===== src/sv/ssa_pkg.sv =====
// ----------------------------------------------------------------------------
// ssa_pkg
// shared constants, types and state codes of the spectrum smoother
// ----------------------------------------------------------------------------
package ssa_pkg;

    // sizes
    localparam int NUM_BINS    = 64;
    localparam int NUM_WINDOWS = 4;
    localparam int BIN_W       = $clog2(NUM_BINS);
    localparam int SLOT_W      = (NUM_WINDOWS > 1) ? $clog2(NUM_WINDOWS) : 1;

    // field widths
    localparam int MAG_W     = 24;
    localparam int MS_W      = 16;
    localparam int IDX_W     = 6;
    localparam int TIMER_W   = 17;
    localparam int PROD_W    = MAG_W + MS_W;
    localparam int CFG_IDX_W = 2;
    localparam int QUO_CNT_W = $clog2(MAG_W);

    // constants, magnitudes in unsigned q16.8
    localparam logic [TIMER_W-1:0] WINDOW_MS    = 17'd1000;
    localparam logic [MS_W-1:0]    SCALE_TC_MS  = 16'd450;
    localparam logic [MS_W-1:0]    SMOOTH_RESET = 16'd100;
    localparam logic [MAG_W-1:0]   AMP_FLOOR    = 24'd5120;
    localparam logic [MAG_W-1:0]   AMP_RESET    = 24'd256000;

    // configuration register indexes
    typedef enum logic [CFG_IDX_W-1:0] {
        REG_FIXED_SCALE    = 2'd0,
        REG_USER_AMPLITUDE = 2'd1,
        REG_SMOOTHING_TIME = 2'd2
    } cfg_reg_t;

    // sequencer states
    typedef enum logic [3:0] {
        ST_IDLE,
        ST_READ,
        ST_MUL_A,
        ST_MUL_B,
        ST_DIV_LOAD,
        ST_DIV_WAIT,
        ST_BIN_WB,
        ST_WIN,
        ST_MAX,
        ST_AUTO,
        ST_SCALE_WB,
        ST_OUT
    } state_t;

    // divider status
    typedef struct packed {
        logic busy;
        logic done;
    } div_sts_t;

endpackage


===== src/sv/ssa_div.sv =====
// ----------------------------------------------------------------------------
// ssa_div
// restoring divider, one quotient bit per cycle, 24-bit quotient
// ----------------------------------------------------------------------------
module ssa_div
    import ssa_pkg::*;
(
    input  logic              aclk,
    input  logic              aresetn,
    input  logic              start,
    input  logic [PROD_W-1:0] dividend,   // upper MS_W bits below divisor
    input  logic [MS_W-1:0]   divisor,
    output logic [MAG_W-1:0]  quotient,
    output div_sts_t          sts
);

    logic                 running_reg;
    logic                 done_reg;
    logic [QUO_CNT_W-1:0] cnt_reg;
    logic [MS_W-1:0]      rem_reg;
    logic [MAG_W-1:0]     quo_reg;

    logic [MS_W:0]        trial_num;
    logic [MS_W:0]        trial_diff;
    logic                 q_bit;

    // shift next dividend bit into partial remainder and try subtract
    assign trial_num  = {rem_reg, quo_reg[MAG_W-1]};
    assign trial_diff = trial_num - {1'b0, divisor};
    assign q_bit      = (trial_num >= {1'b0, divisor});

    always_ff @(posedge aclk) begin
        if (!aresetn) begin
            running_reg <= 1'b0;
            done_reg    <= 1'b0;
            cnt_reg     <= '0;
        end else begin
            done_reg <= 1'b0;
            if (start) begin
                running_reg <= 1'b1;
                cnt_reg     <= '0;
            end else if (running_reg) begin
                cnt_reg <= cnt_reg + 1'b1;
                if (cnt_reg == QUO_CNT_W'(MAG_W - 1)) begin
                    running_reg <= 1'b0;
                    done_reg    <= 1'b1;
                end
            end
        end
    end

    always_ff @(posedge aclk) begin
        if (start) begin
            rem_reg <= dividend[PROD_W-1:MAG_W];
            quo_reg <= dividend[MAG_W-1:0];
        end else if (running_reg) begin
            rem_reg <= q_bit ? trial_diff[MS_W-1:0] : trial_num[MS_W-1:0];
            quo_reg <= {quo_reg[MAG_W-2:0], q_bit};
        end
    end

    assign quotient = quo_reg;
    assign sts.busy = running_reg;
    assign sts.done = done_reg;

    a_done_ends_run: assert property (@(posedge aclk) disable iff (!aresetn)
        done_reg |-> !running_reg)
        else $error("divider done while still running");

endmodule


===== src/sv/spectrum_smoother_autorange_top.sv =====
// ----------------------------------------------------------------------------
// spectrum_smoother_autorange_top
// per-bin exponential smoothing with auto-ranging peak hold and display scale
// ----------------------------------------------------------------------------
//  channel   direction  handshake          payload
//  s_*       in         s_valid/s_ready    bin_value, elapsed_ms
//  m_*       out        m_valid/m_ready    smoothed_bin, bin_index, frame_done,
//                                          display_scale, auto_amplitude
//  cfg_*     in         cfg_wr_en          cfg_index, cfg_wdata (write only)
//
//  one bin at a time: the blend goes through the multiplier and then the divider;
//  the divider is skipped when the weight saturates (elapsed >= time const)
//  the last bin of a frame adds window, auto level and a second blend through the
//  same multiplier and divider, whose divide is skipped when the scale weight saturates
//  reset is synchronous; the bin store needs no clearing pass (valid bits)
//  a stalled m_ready holds the result register, and the sequencer in ST_OUT once the
//  next result is ready; a new transaction is taken while the previous result waits
// ----------------------------------------------------------------------------
module spectrum_smoother_autorange_top
    import ssa_pkg::*;
(
    input  logic                 aclk,
    input  logic                 aresetn,

    // configuration writes
    input  logic                 cfg_wr_en,
    input  logic [CFG_IDX_W-1:0] cfg_index,
    input  logic [MAG_W-1:0]     cfg_wdata,

    // bin input
    input  logic                 s_valid,
    output logic                 s_ready,
    input  logic [MAG_W-1:0]     s_bin_value,
    input  logic [MS_W-1:0]      s_elapsed_ms,

    // result output
    output logic                 m_valid,
    input  logic                 m_ready,
    output logic [MAG_W-1:0]     m_smoothed_bin,
    output logic [IDX_W-1:0]     m_bin_index,
    output logic                 m_frame_done,
    output logic [MAG_W-1:0]     m_display_scale,
    output logic [MAG_W-1:0]     m_auto_amplitude
);

    // configuration registers
    logic                fixed_scale_reg;
    logic [MAG_W-1:0]    user_amp_reg;
    logic [MS_W-1:0]     smooth_ms_reg;

    // sequencer
    state_t              state_reg;
    state_t              state_next;
    logic                phase_reg;      // 0: bin blend, 1: scale blend
    logic                in_accept;
    logic                div_start;
    logic                out_load;

    // frame state
    logic [BIN_W-1:0]    bin_counter_reg;
    logic [MAG_W-1:0]    frame_peak_reg;
    logic [TIMER_W-1:0]  win_timer_reg;
    logic [SLOT_W-1:0]   win_slot_reg;
    logic [MAG_W-1:0]    win_max_reg [NUM_WINDOWS];
    logic [MAG_W-1:0]    auto_level_reg;
    logic [MAG_W-1:0]    scale_level_reg;
    logic [MAG_W-1:0]    win_peak_reg;

    // bin store, valid bit per entry stands in for the zero reset
    logic [MAG_W-1:0]    bin_mem [NUM_BINS];
    logic [MAG_W-1:0]    rd_data_reg;
    logic                bin_valid_reg [NUM_BINS];

    // blend datapath
    logic [MAG_W-1:0]    fresh_reg;
    logic [MAG_W-1:0]    old_reg;
    logic [MS_W-1:0]     e_reg;
    logic [PROD_W-1:0]   prod_a_reg;
    logic [PROD_W-1:0]   prod_b_reg;
    logic [MAG_W-1:0]    result_reg;
    logic [MS_W-1:0]     blend_t;
    logic [MS_W-1:0]     blend_rest;
    logic                blend_bypass;
    logic [MAG_W-1:0]    div_quo;
    div_sts_t            div_sts;

    // result staging and output register
    logic [MAG_W-1:0]    smoothed_stage_reg;
    logic [IDX_W-1:0]    index_stage_reg;
    logic                done_stage_reg;
    logic                m_valid_reg;
    logic [MAG_W-1:0]    m_smoothed_reg;
    logic [IDX_W-1:0]    m_index_reg;
    logic                m_done_reg;
    logic [MAG_W-1:0]    m_scale_reg;
    logic [MAG_W-1:0]    m_auto_reg;

    // frame end arithmetic
    logic                last_bin;
    logic [TIMER_W-1:0]  timer_sum;
    logic                win_rotate;
    logic [SLOT_W-1:0]   slot_inc;
    logic [SLOT_W-1:0]   slot_new;
    logic [MAG_W-1:0]    win_peak;
    logic [MAG_W+3:0]    peak_x10;
    logic [MAG_W+3:0]    auto_x3;
    logic [MAG_W-1:0]    auto_hyst;
    logic [MAG_W-1:0]    auto_new;

    // ------------------------------------------------------------------
    // configuration port, unknown index ignored
    // ------------------------------------------------------------------
    always_ff @(posedge aclk) begin
        if (!aresetn) begin
            fixed_scale_reg <= 1'b0;
            user_amp_reg    <= AMP_RESET;
            smooth_ms_reg   <= SMOOTH_RESET;
        end else if (cfg_wr_en) begin
            unique case (cfg_index)
                REG_FIXED_SCALE:    fixed_scale_reg <= cfg_wdata[0];
                REG_USER_AMPLITUDE: user_amp_reg    <= cfg_wdata;
                REG_SMOOTHING_TIME: smooth_ms_reg   <= cfg_wdata[MS_W-1:0];
                default: ;
            endcase
        end
    end

    // ------------------------------------------------------------------
    // blend: floor((e*new + (t-e)*old) / t), or new when e >= t
    // ------------------------------------------------------------------
    assign blend_t      = phase_reg ? SCALE_TC_MS : smooth_ms_reg;
    assign blend_bypass = (e_reg >= blend_t);
    assign blend_rest   = blend_t - e_reg;

    ssa_div u_div (
        .aclk     (aclk),
        .aresetn  (aresetn),
        .start    (div_start),
        .dividend (prod_a_reg + prod_b_reg),
        .divisor  (blend_t),
        .quotient (div_quo),
        .sts      (div_sts)
    );

    // ------------------------------------------------------------------
    // frame end: window timer, slot rotation, peak search, hysteresis
    // ------------------------------------------------------------------
    assign last_bin   = (bin_counter_reg == BIN_W'(NUM_BINS - 1));
    assign timer_sum  = win_timer_reg + {1'b0, e_reg};
    assign win_rotate = (timer_sum > WINDOW_MS);
    assign slot_inc   = (win_slot_reg == SLOT_W'(NUM_WINDOWS - 1)) ? '0
                                                                   : win_slot_reg + 1'b1;
    assign slot_new   = win_rotate ? slot_inc : win_slot_reg;

    always_comb begin
        win_peak = '0;
        for (int i = 0; i < NUM_WINDOWS; i++) begin
            if (win_max_reg[i] > win_peak) begin
                win_peak = win_max_reg[i];
            end
        end
    end

    // drop only when peak falls below 0.30 of the current level
    assign peak_x10  = ({4'b0, win_peak_reg} << 3) + ({4'b0, win_peak_reg} << 1);
    assign auto_x3   = ({4'b0, auto_level_reg} << 1) + {4'b0, auto_level_reg};
    assign auto_hyst = ((peak_x10 < auto_x3) || (win_peak_reg > auto_level_reg))
                       ? win_peak_reg : auto_level_reg;
    assign auto_new  = (auto_hyst < AMP_FLOOR) ? AMP_FLOOR : auto_hyst;

    // ------------------------------------------------------------------
    // sequencer
    // ------------------------------------------------------------------
    always_ff @(posedge aclk) begin
        if (!aresetn) begin
            state_reg <= ST_IDLE;
        end else begin
            state_reg <= state_next;
        end
    end

    always_comb begin
        state_next = state_reg;
        s_ready    = 1'b0;
        div_start  = 1'b0;
        out_load   = 1'b0;
        unique case (state_reg)
            ST_IDLE: begin
                s_ready = 1'b1;
                if (s_valid) begin
                    state_next = ST_READ;
                end
            end
            ST_READ:     state_next = ST_MUL_A;
            ST_MUL_A:    state_next = ST_MUL_B;
            ST_MUL_B:    state_next = ST_DIV_LOAD;
            ST_DIV_LOAD: begin
                if (blend_bypass) begin
                    state_next = phase_reg ? ST_SCALE_WB : ST_BIN_WB;
                end else begin
                    div_start  = 1'b1;
                    state_next = ST_DIV_WAIT;
                end
            end
            ST_DIV_WAIT: begin
                if (div_sts.done) begin
                    state_next = phase_reg ? ST_SCALE_WB : ST_BIN_WB;
                end
            end
            ST_BIN_WB:   state_next = last_bin ? ST_WIN : ST_OUT;
            ST_WIN:      state_next = ST_MAX;
            ST_MAX:      state_next = ST_AUTO;
            ST_AUTO:     state_next = ST_MUL_A;
            ST_SCALE_WB: state_next = ST_OUT;
            ST_OUT: begin
                if (!m_valid_reg || m_ready) begin
                    out_load   = 1'b1;
                    state_next = ST_IDLE;
                end
            end
            default:     state_next = ST_IDLE;
        endcase
    end

    assign in_accept = s_valid && s_ready;

    // ------------------------------------------------------------------
    // bin store: read at the current bin, written back after the blend
    // ------------------------------------------------------------------
    always_ff @(posedge aclk) begin
        if (state_reg == ST_BIN_WB) begin
            bin_mem[bin_counter_reg] <= result_reg;
        end
        rd_data_reg <= bin_mem[bin_counter_reg];
    end

    // ------------------------------------------------------------------
    // control state
    // ------------------------------------------------------------------
    always_ff @(posedge aclk) begin
        if (!aresetn) begin
            phase_reg       <= 1'b0;
            bin_counter_reg <= '0;
            frame_peak_reg  <= '0;
            win_timer_reg   <= '0;
            win_slot_reg    <= '0;
            auto_level_reg  <= AMP_RESET;
            scale_level_reg <= AMP_RESET;
            m_valid_reg     <= 1'b0;
            for (int i = 0; i < NUM_BINS; i++) begin
                bin_valid_reg[i] <= 1'b0;
            end
            for (int i = 0; i < NUM_WINDOWS; i++) begin
                win_max_reg[i] <= '0;
            end
        end else begin
            if (in_accept) begin
                phase_reg <= 1'b0;
            end
            if (state_reg == ST_BIN_WB) begin
                bin_valid_reg[bin_counter_reg] <= 1'b1;
                if (result_reg > frame_peak_reg) begin
                    frame_peak_reg <= result_reg;
                end
                bin_counter_reg <= last_bin ? '0 : bin_counter_reg + 1'b1;
            end
            if (state_reg == ST_WIN) begin
                win_timer_reg  <= win_rotate ? '0 : timer_sum;
                win_slot_reg   <= slot_new;
                // a fresh slot starts from zero, so it takes the frame peak
                if (win_rotate || (win_max_reg[slot_new] < frame_peak_reg)) begin
                    win_max_reg[slot_new] <= frame_peak_reg;
                end
                frame_peak_reg <= '0;
            end
            if (state_reg == ST_AUTO) begin
                auto_level_reg <= auto_new;
                phase_reg      <= 1'b1;
            end
            if (state_reg == ST_SCALE_WB) begin
                scale_level_reg <= result_reg;
            end
            if (out_load) begin
                m_valid_reg <= 1'b1;
            end else if (m_ready) begin
                m_valid_reg <= 1'b0;
            end
        end
    end

    // ------------------------------------------------------------------
    // payload registers
    // ------------------------------------------------------------------
    always_ff @(posedge aclk) begin
        if (in_accept) begin
            fresh_reg <= s_bin_value;
            e_reg     <= s_elapsed_ms;
        end
        if (state_reg == ST_READ) begin
            old_reg <= bin_valid_reg[bin_counter_reg] ? rd_data_reg : '0;
        end
        if (state_reg == ST_MUL_A) begin
            prod_a_reg <= PROD_W'(e_reg) * PROD_W'(fresh_reg);
        end
        if (state_reg == ST_MUL_B) begin
            prod_b_reg <= PROD_W'(blend_rest) * PROD_W'(old_reg);
        end
        if ((state_reg == ST_DIV_LOAD) && blend_bypass) begin
            result_reg <= fresh_reg;
        end else if ((state_reg == ST_DIV_WAIT) && div_sts.done) begin
            result_reg <= div_quo;
        end
        if (state_reg == ST_BIN_WB) begin
            smoothed_stage_reg <= result_reg;
            index_stage_reg    <= IDX_W'(bin_counter_reg);
            done_stage_reg     <= last_bin;
        end
        if (state_reg == ST_MAX) begin
            win_peak_reg <= win_peak;
        end
        // scale blend: move the current scale level toward the target
        if (state_reg == ST_AUTO) begin
            fresh_reg <= fixed_scale_reg ? user_amp_reg : auto_new;
            old_reg   <= scale_level_reg;
        end
        if (out_load) begin
            m_smoothed_reg <= smoothed_stage_reg;
            m_index_reg    <= index_stage_reg;
            m_done_reg     <= done_stage_reg;
            m_scale_reg    <= scale_level_reg;
            m_auto_reg     <= auto_level_reg;
        end
    end

    assign m_valid          = m_valid_reg;
    assign m_smoothed_bin   = m_smoothed_reg;
    assign m_bin_index      = m_index_reg;
    assign m_frame_done     = m_done_reg;
    assign m_display_scale  = m_scale_reg;
    assign m_auto_amplitude = m_auto_reg;

    // ------------------------------------------------------------------
    // assertions
    // ------------------------------------------------------------------
    a_bin_wb_phase: assert property (@(posedge aclk) disable iff (!aresetn)
        (state_reg == ST_BIN_WB) |-> !phase_reg)
        else $error("bin writeback during scale blend");

    a_auto_floor: assert property (@(posedge aclk) disable iff (!aresetn)
        auto_level_reg >= AMP_FLOOR)
        else $error("auto level below floor");

    a_frame_wrap: assert property (@(posedge aclk) disable iff (!aresetn)
        (state_reg == ST_SCALE_WB) |-> (bin_counter_reg == '0) && (frame_peak_reg == '0))
        else $error("frame state not cleared at scale update");

    a_div_free: assert property (@(posedge aclk) disable iff (!aresetn)
        div_start |-> !div_sts.busy)
        else $error("divider started while busy");

endmodule


===== config.mk =====
export PLATFORM = sky130hd
export DESIGN_NAME = spectrum_smoother_autorange_top
export DESIGN_NICKNAME = d
export VERILOG_FILES = /design/src/sv/ssa_pkg.sv /design/src/sv/ssa_div.sv /design/src/sv/spectrum_smoother_autorange_top.sv
export SDC_FILE = /design/constraint.sdc
export NUM_CORES = 2
export LEC_CHECK = 0
export BUFFER_PORTS_ARGS = -buffer_cell sky130_fd_sc_hd__buf_2
export CAP_MARGIN = 20
export CORE_MARGIN = 2
export CORE_UTILIZATION = 30
export DETAILED_ROUTE_END_ITERATION = 6
export PLACE_DENSITY = 0.42
export SLEW_MARGIN = 20
export SYNTH_ARGS = -nofsm -noshare
export SYNTH_HDL_FRONTEND = slang
export SYNTH_SLANG_ARGS = --single-unit

===== constraint.sdc =====
create_clock -name aclk -period 8.2 [get_ports aclk]
set_input_delay 1.64 -clock aclk [delete_from_list [all_inputs] [get_ports aclk]]
set_output_delay 1.64 -clock aclk [all_outputs]
set_load 0.01 [all_outputs]

==> metrics.yaml <==
synth.largest_area_cell: "edfxtp_1"
slew_violations: 0
crit_path_frequent_cell: "fa_1"
critPathRequiredTime_ns: 8.84
drt_iter0_drc: 7553
setup.worst_path.class: "reg -> reg"
rsz0062_at_grt: "true"
synth-edff-count: 1974
first_global_vias: 81800
port-buffer-count: 151
coreArea_um2: 389000
drive_above_1_share: 0.140
clock-root-buffer: "clkbuf_16"
worstPathMaxFanout: 5
ioPinCount: 152
holdCritPathClass: "reg -> reg"
critical_path.startpoint_type: "flip-flop"
grt_start_max_net_pins: 76
fraction_of_registers_with_async_set_or_reset_after_synthesis: 0
share_of_synthesized_cell_area_in_full_adder_half_adder_and_majority_cells: 0.161
post_synth_xor_area_fraction: 0.0136
number_of_antenna_violations_at_the_first_check_in_global_routing: 40
finalCriticalPeriod_ns: 8.25
floorplan.die.width_um: 630
mappedNetlistArea_um2: 117000
tritoncts.num_buffers: 268
gr-usage-met3: 0.0234
final_hold_viol_count: 0
synth-compound-area-share: 0.120
place.gp.congestion: 0.874
skew_ns: 0.0494
p_leak_uw: 0.0506
arrival_time_of_the_worst_setup_path_ns: 8.89
post_synth_main_area_contributors: "edfxtp_1 (50%), fa_1 (11%), ha_1 (5.6%)"
synth_cells: 9460
yosysWarnings: 0
postSynthAreaPerCell_um2: 12.4
violations: "DRC, setup timing"
cts_buffer_depth: 4
postLayoutSetupSlackWorst_ns: -0.0509
slew-limit-headroom: 0.240
combinational_family_with_the_most_area_after_synthesis: "adder cells"
power_per_cell_area_nw_per_um2: 486
hold_slack_ns: 0.406
chipHeight_um: 630
grt-busiest-layer: "met2"
cp_slowest_stage_delay_ns: 0.52
place_hpwl_um: 301000
synth.area.mux_share: 0.0181
floorplan.initialDensity: 0.301
flop_and_latch_count_out_of_synthesis: 2219
vdd.ir_drop.worst_mv: 1.38
synth-seq-area-share: 0.547
first_pass_iters: 7
number_of_cell_rows: 229
synth_common_cells: "edfxtp_1 (1974), nand2_1 (1067), inv_1 (874), fa_1 (618), ha_1 (526)"
netlist.area_leader.share: 0.505
globalRouteTotalUtil: 0.217
yosys.area_share.simple: 0.0952
post-synth-top-count-cell: "edfxtp_1"
area_delta_synth_final_pct: 16.7
route.vias.total: 80200
grt.met1_usage: 0.287
gr-total-overflow: 0
postCtsHoldBufs: 0
die_area_um2: 396000
post-route-period-util: 1.01
grt_pass1_wl_um: 620000
route.antenna.remaining_nets: 0
number_of_flip_flops_under_the_largest_register_name: 1536
clkSinkCount: 2219
fin_util: 0.352
max_slew.worst_pin.slew_ns: 1.14
outcome: "finished with violations"
cp_slowest_cell: "fa_1"
critPathCaptureType: "flip-flop"
clk_pin_slew_worst_paths_ns: 0.07
nets: 11100
clk_latency_ns: 0.92
post-route-drc-count: 1
fmax_ghz: 0.121
cts.htree.levels: 5
groute.layer.met2.usage: 0.372
tritoncts: "built"
place_worst_setup_slack_ns: -1.02
synthDistinctLibCells: 83
postRouteWirelength_um: 438000
setup_violations: 3
route.detailed.wl_per_inst_um: 28.6
routed_via_density: 5.23
postSynthNetCount: 10700
dominantRegCellSynth: "edfxtp_1"
maxCapViolations: 0
placed cells by master, fill, tap and decap left out, types with 274 or more instances in the layout:
cell          n
a21oi_1     320
a22oi_1     489
buf_4       487
clkbuf_16   274
edfxtp_1   1974
fa_1        612
ha_1        517
inv_1       867
nand2_1    1062
nor2_1      337
final timing paths:
path / depth (start not counted) / slack (ns) / startpoint / endpoint
setup / recovery: 37 / -0.05 / phase_reg / prod_b_reg[39]
hold / removal: 0 / 0.41 / smoothed_stage_reg[8] / m_smoothed_bin[8]
setup reg to reg: 37 / -0.05 / phase_reg / prod_b_reg[39]
hold reg to reg: 0 / 0.41 / smoothed_stage_reg[8] / m_smoothed_bin[8]
critical path: cells and delay by family, from the launching register on:
family / cells / cell delay (ns)
AO/OA/AOI/OAI: 12 / 2.14
AND/OR/NAND/NOR: 6 / 0.72
flip-flops: 1 / 0.36
buffers and inverters: 8 / 0.84
adder cells (fa/ha/maj): 9 / 3.64
XOR/XNOR: 2 / 0.30
per-stage QoR:
step	total power, uW	cells	area (um^2)	TNS (ns)
5_1_grt	72000	15300	137000	-3.30
3_3_place_gp	51300	14800	127000	-10.18
2_1_floorplan	37700	9460	117000	0
4_1_cts	65400	15300	137000	0
6_report	66600	15300	137000	-0.0729
3_5_place_dp	51100	14800	128000	-12.06
layout make-up:
type / instances / area [um^2]
repair buffers: 698 / 5480
multi-input cells: 5855 / 49100
inverters: 875 / 3290
well taps: 5197 / 6500
clock inverters: 140 / 1270
fillers: 38000 / 252000
clock buffers: 340 / 7200
diodes: 17 / 42.5
flip-flops and latches: 2219 / 64200
cells by family (layout without fill, tap and decap cells):
family | after synthesis | after routing
flip-flops | 2219 | 2219
buffers and inverters | 1386 | 2053
multiplexers | 180 | 180
other | 0 | 17
AND/OR/NAND/NOR | 2373 | 2373
adder cells (fa/ha/maj) | 1144 | 1144
AO/OA/AOI/OAI | 1976 | 1976
XOR/XNOR | 182 | 182
report_power, final:
part | total (uW) | switching, uW | internal, uW
Clock | 11700 | 4950 | 6780
Combinational | 40600 | 21900 | 18700
Sequential | 14300 | 303 | 14000
Total | 66600 | 27200 | 39500
routing by layer:
layer | vias to the layer above | wire, um
li1 | 35400 | -
met1 | 41900 | 187000
met2 | 2472 | 214000
met3 | 524 | 21900
met4 | 2 | 15800
met5 | - | 7
what timing repair did:
item / in CTS / in global routing
pin swaps: 39 / 48
resized for setup: 83 / 44
buffers inserted: 27 / 10
cloned: 3 / 0
setup endpoints to repair: 23 / 126
No activity file was read; power rests on OpenSTA's default activity.
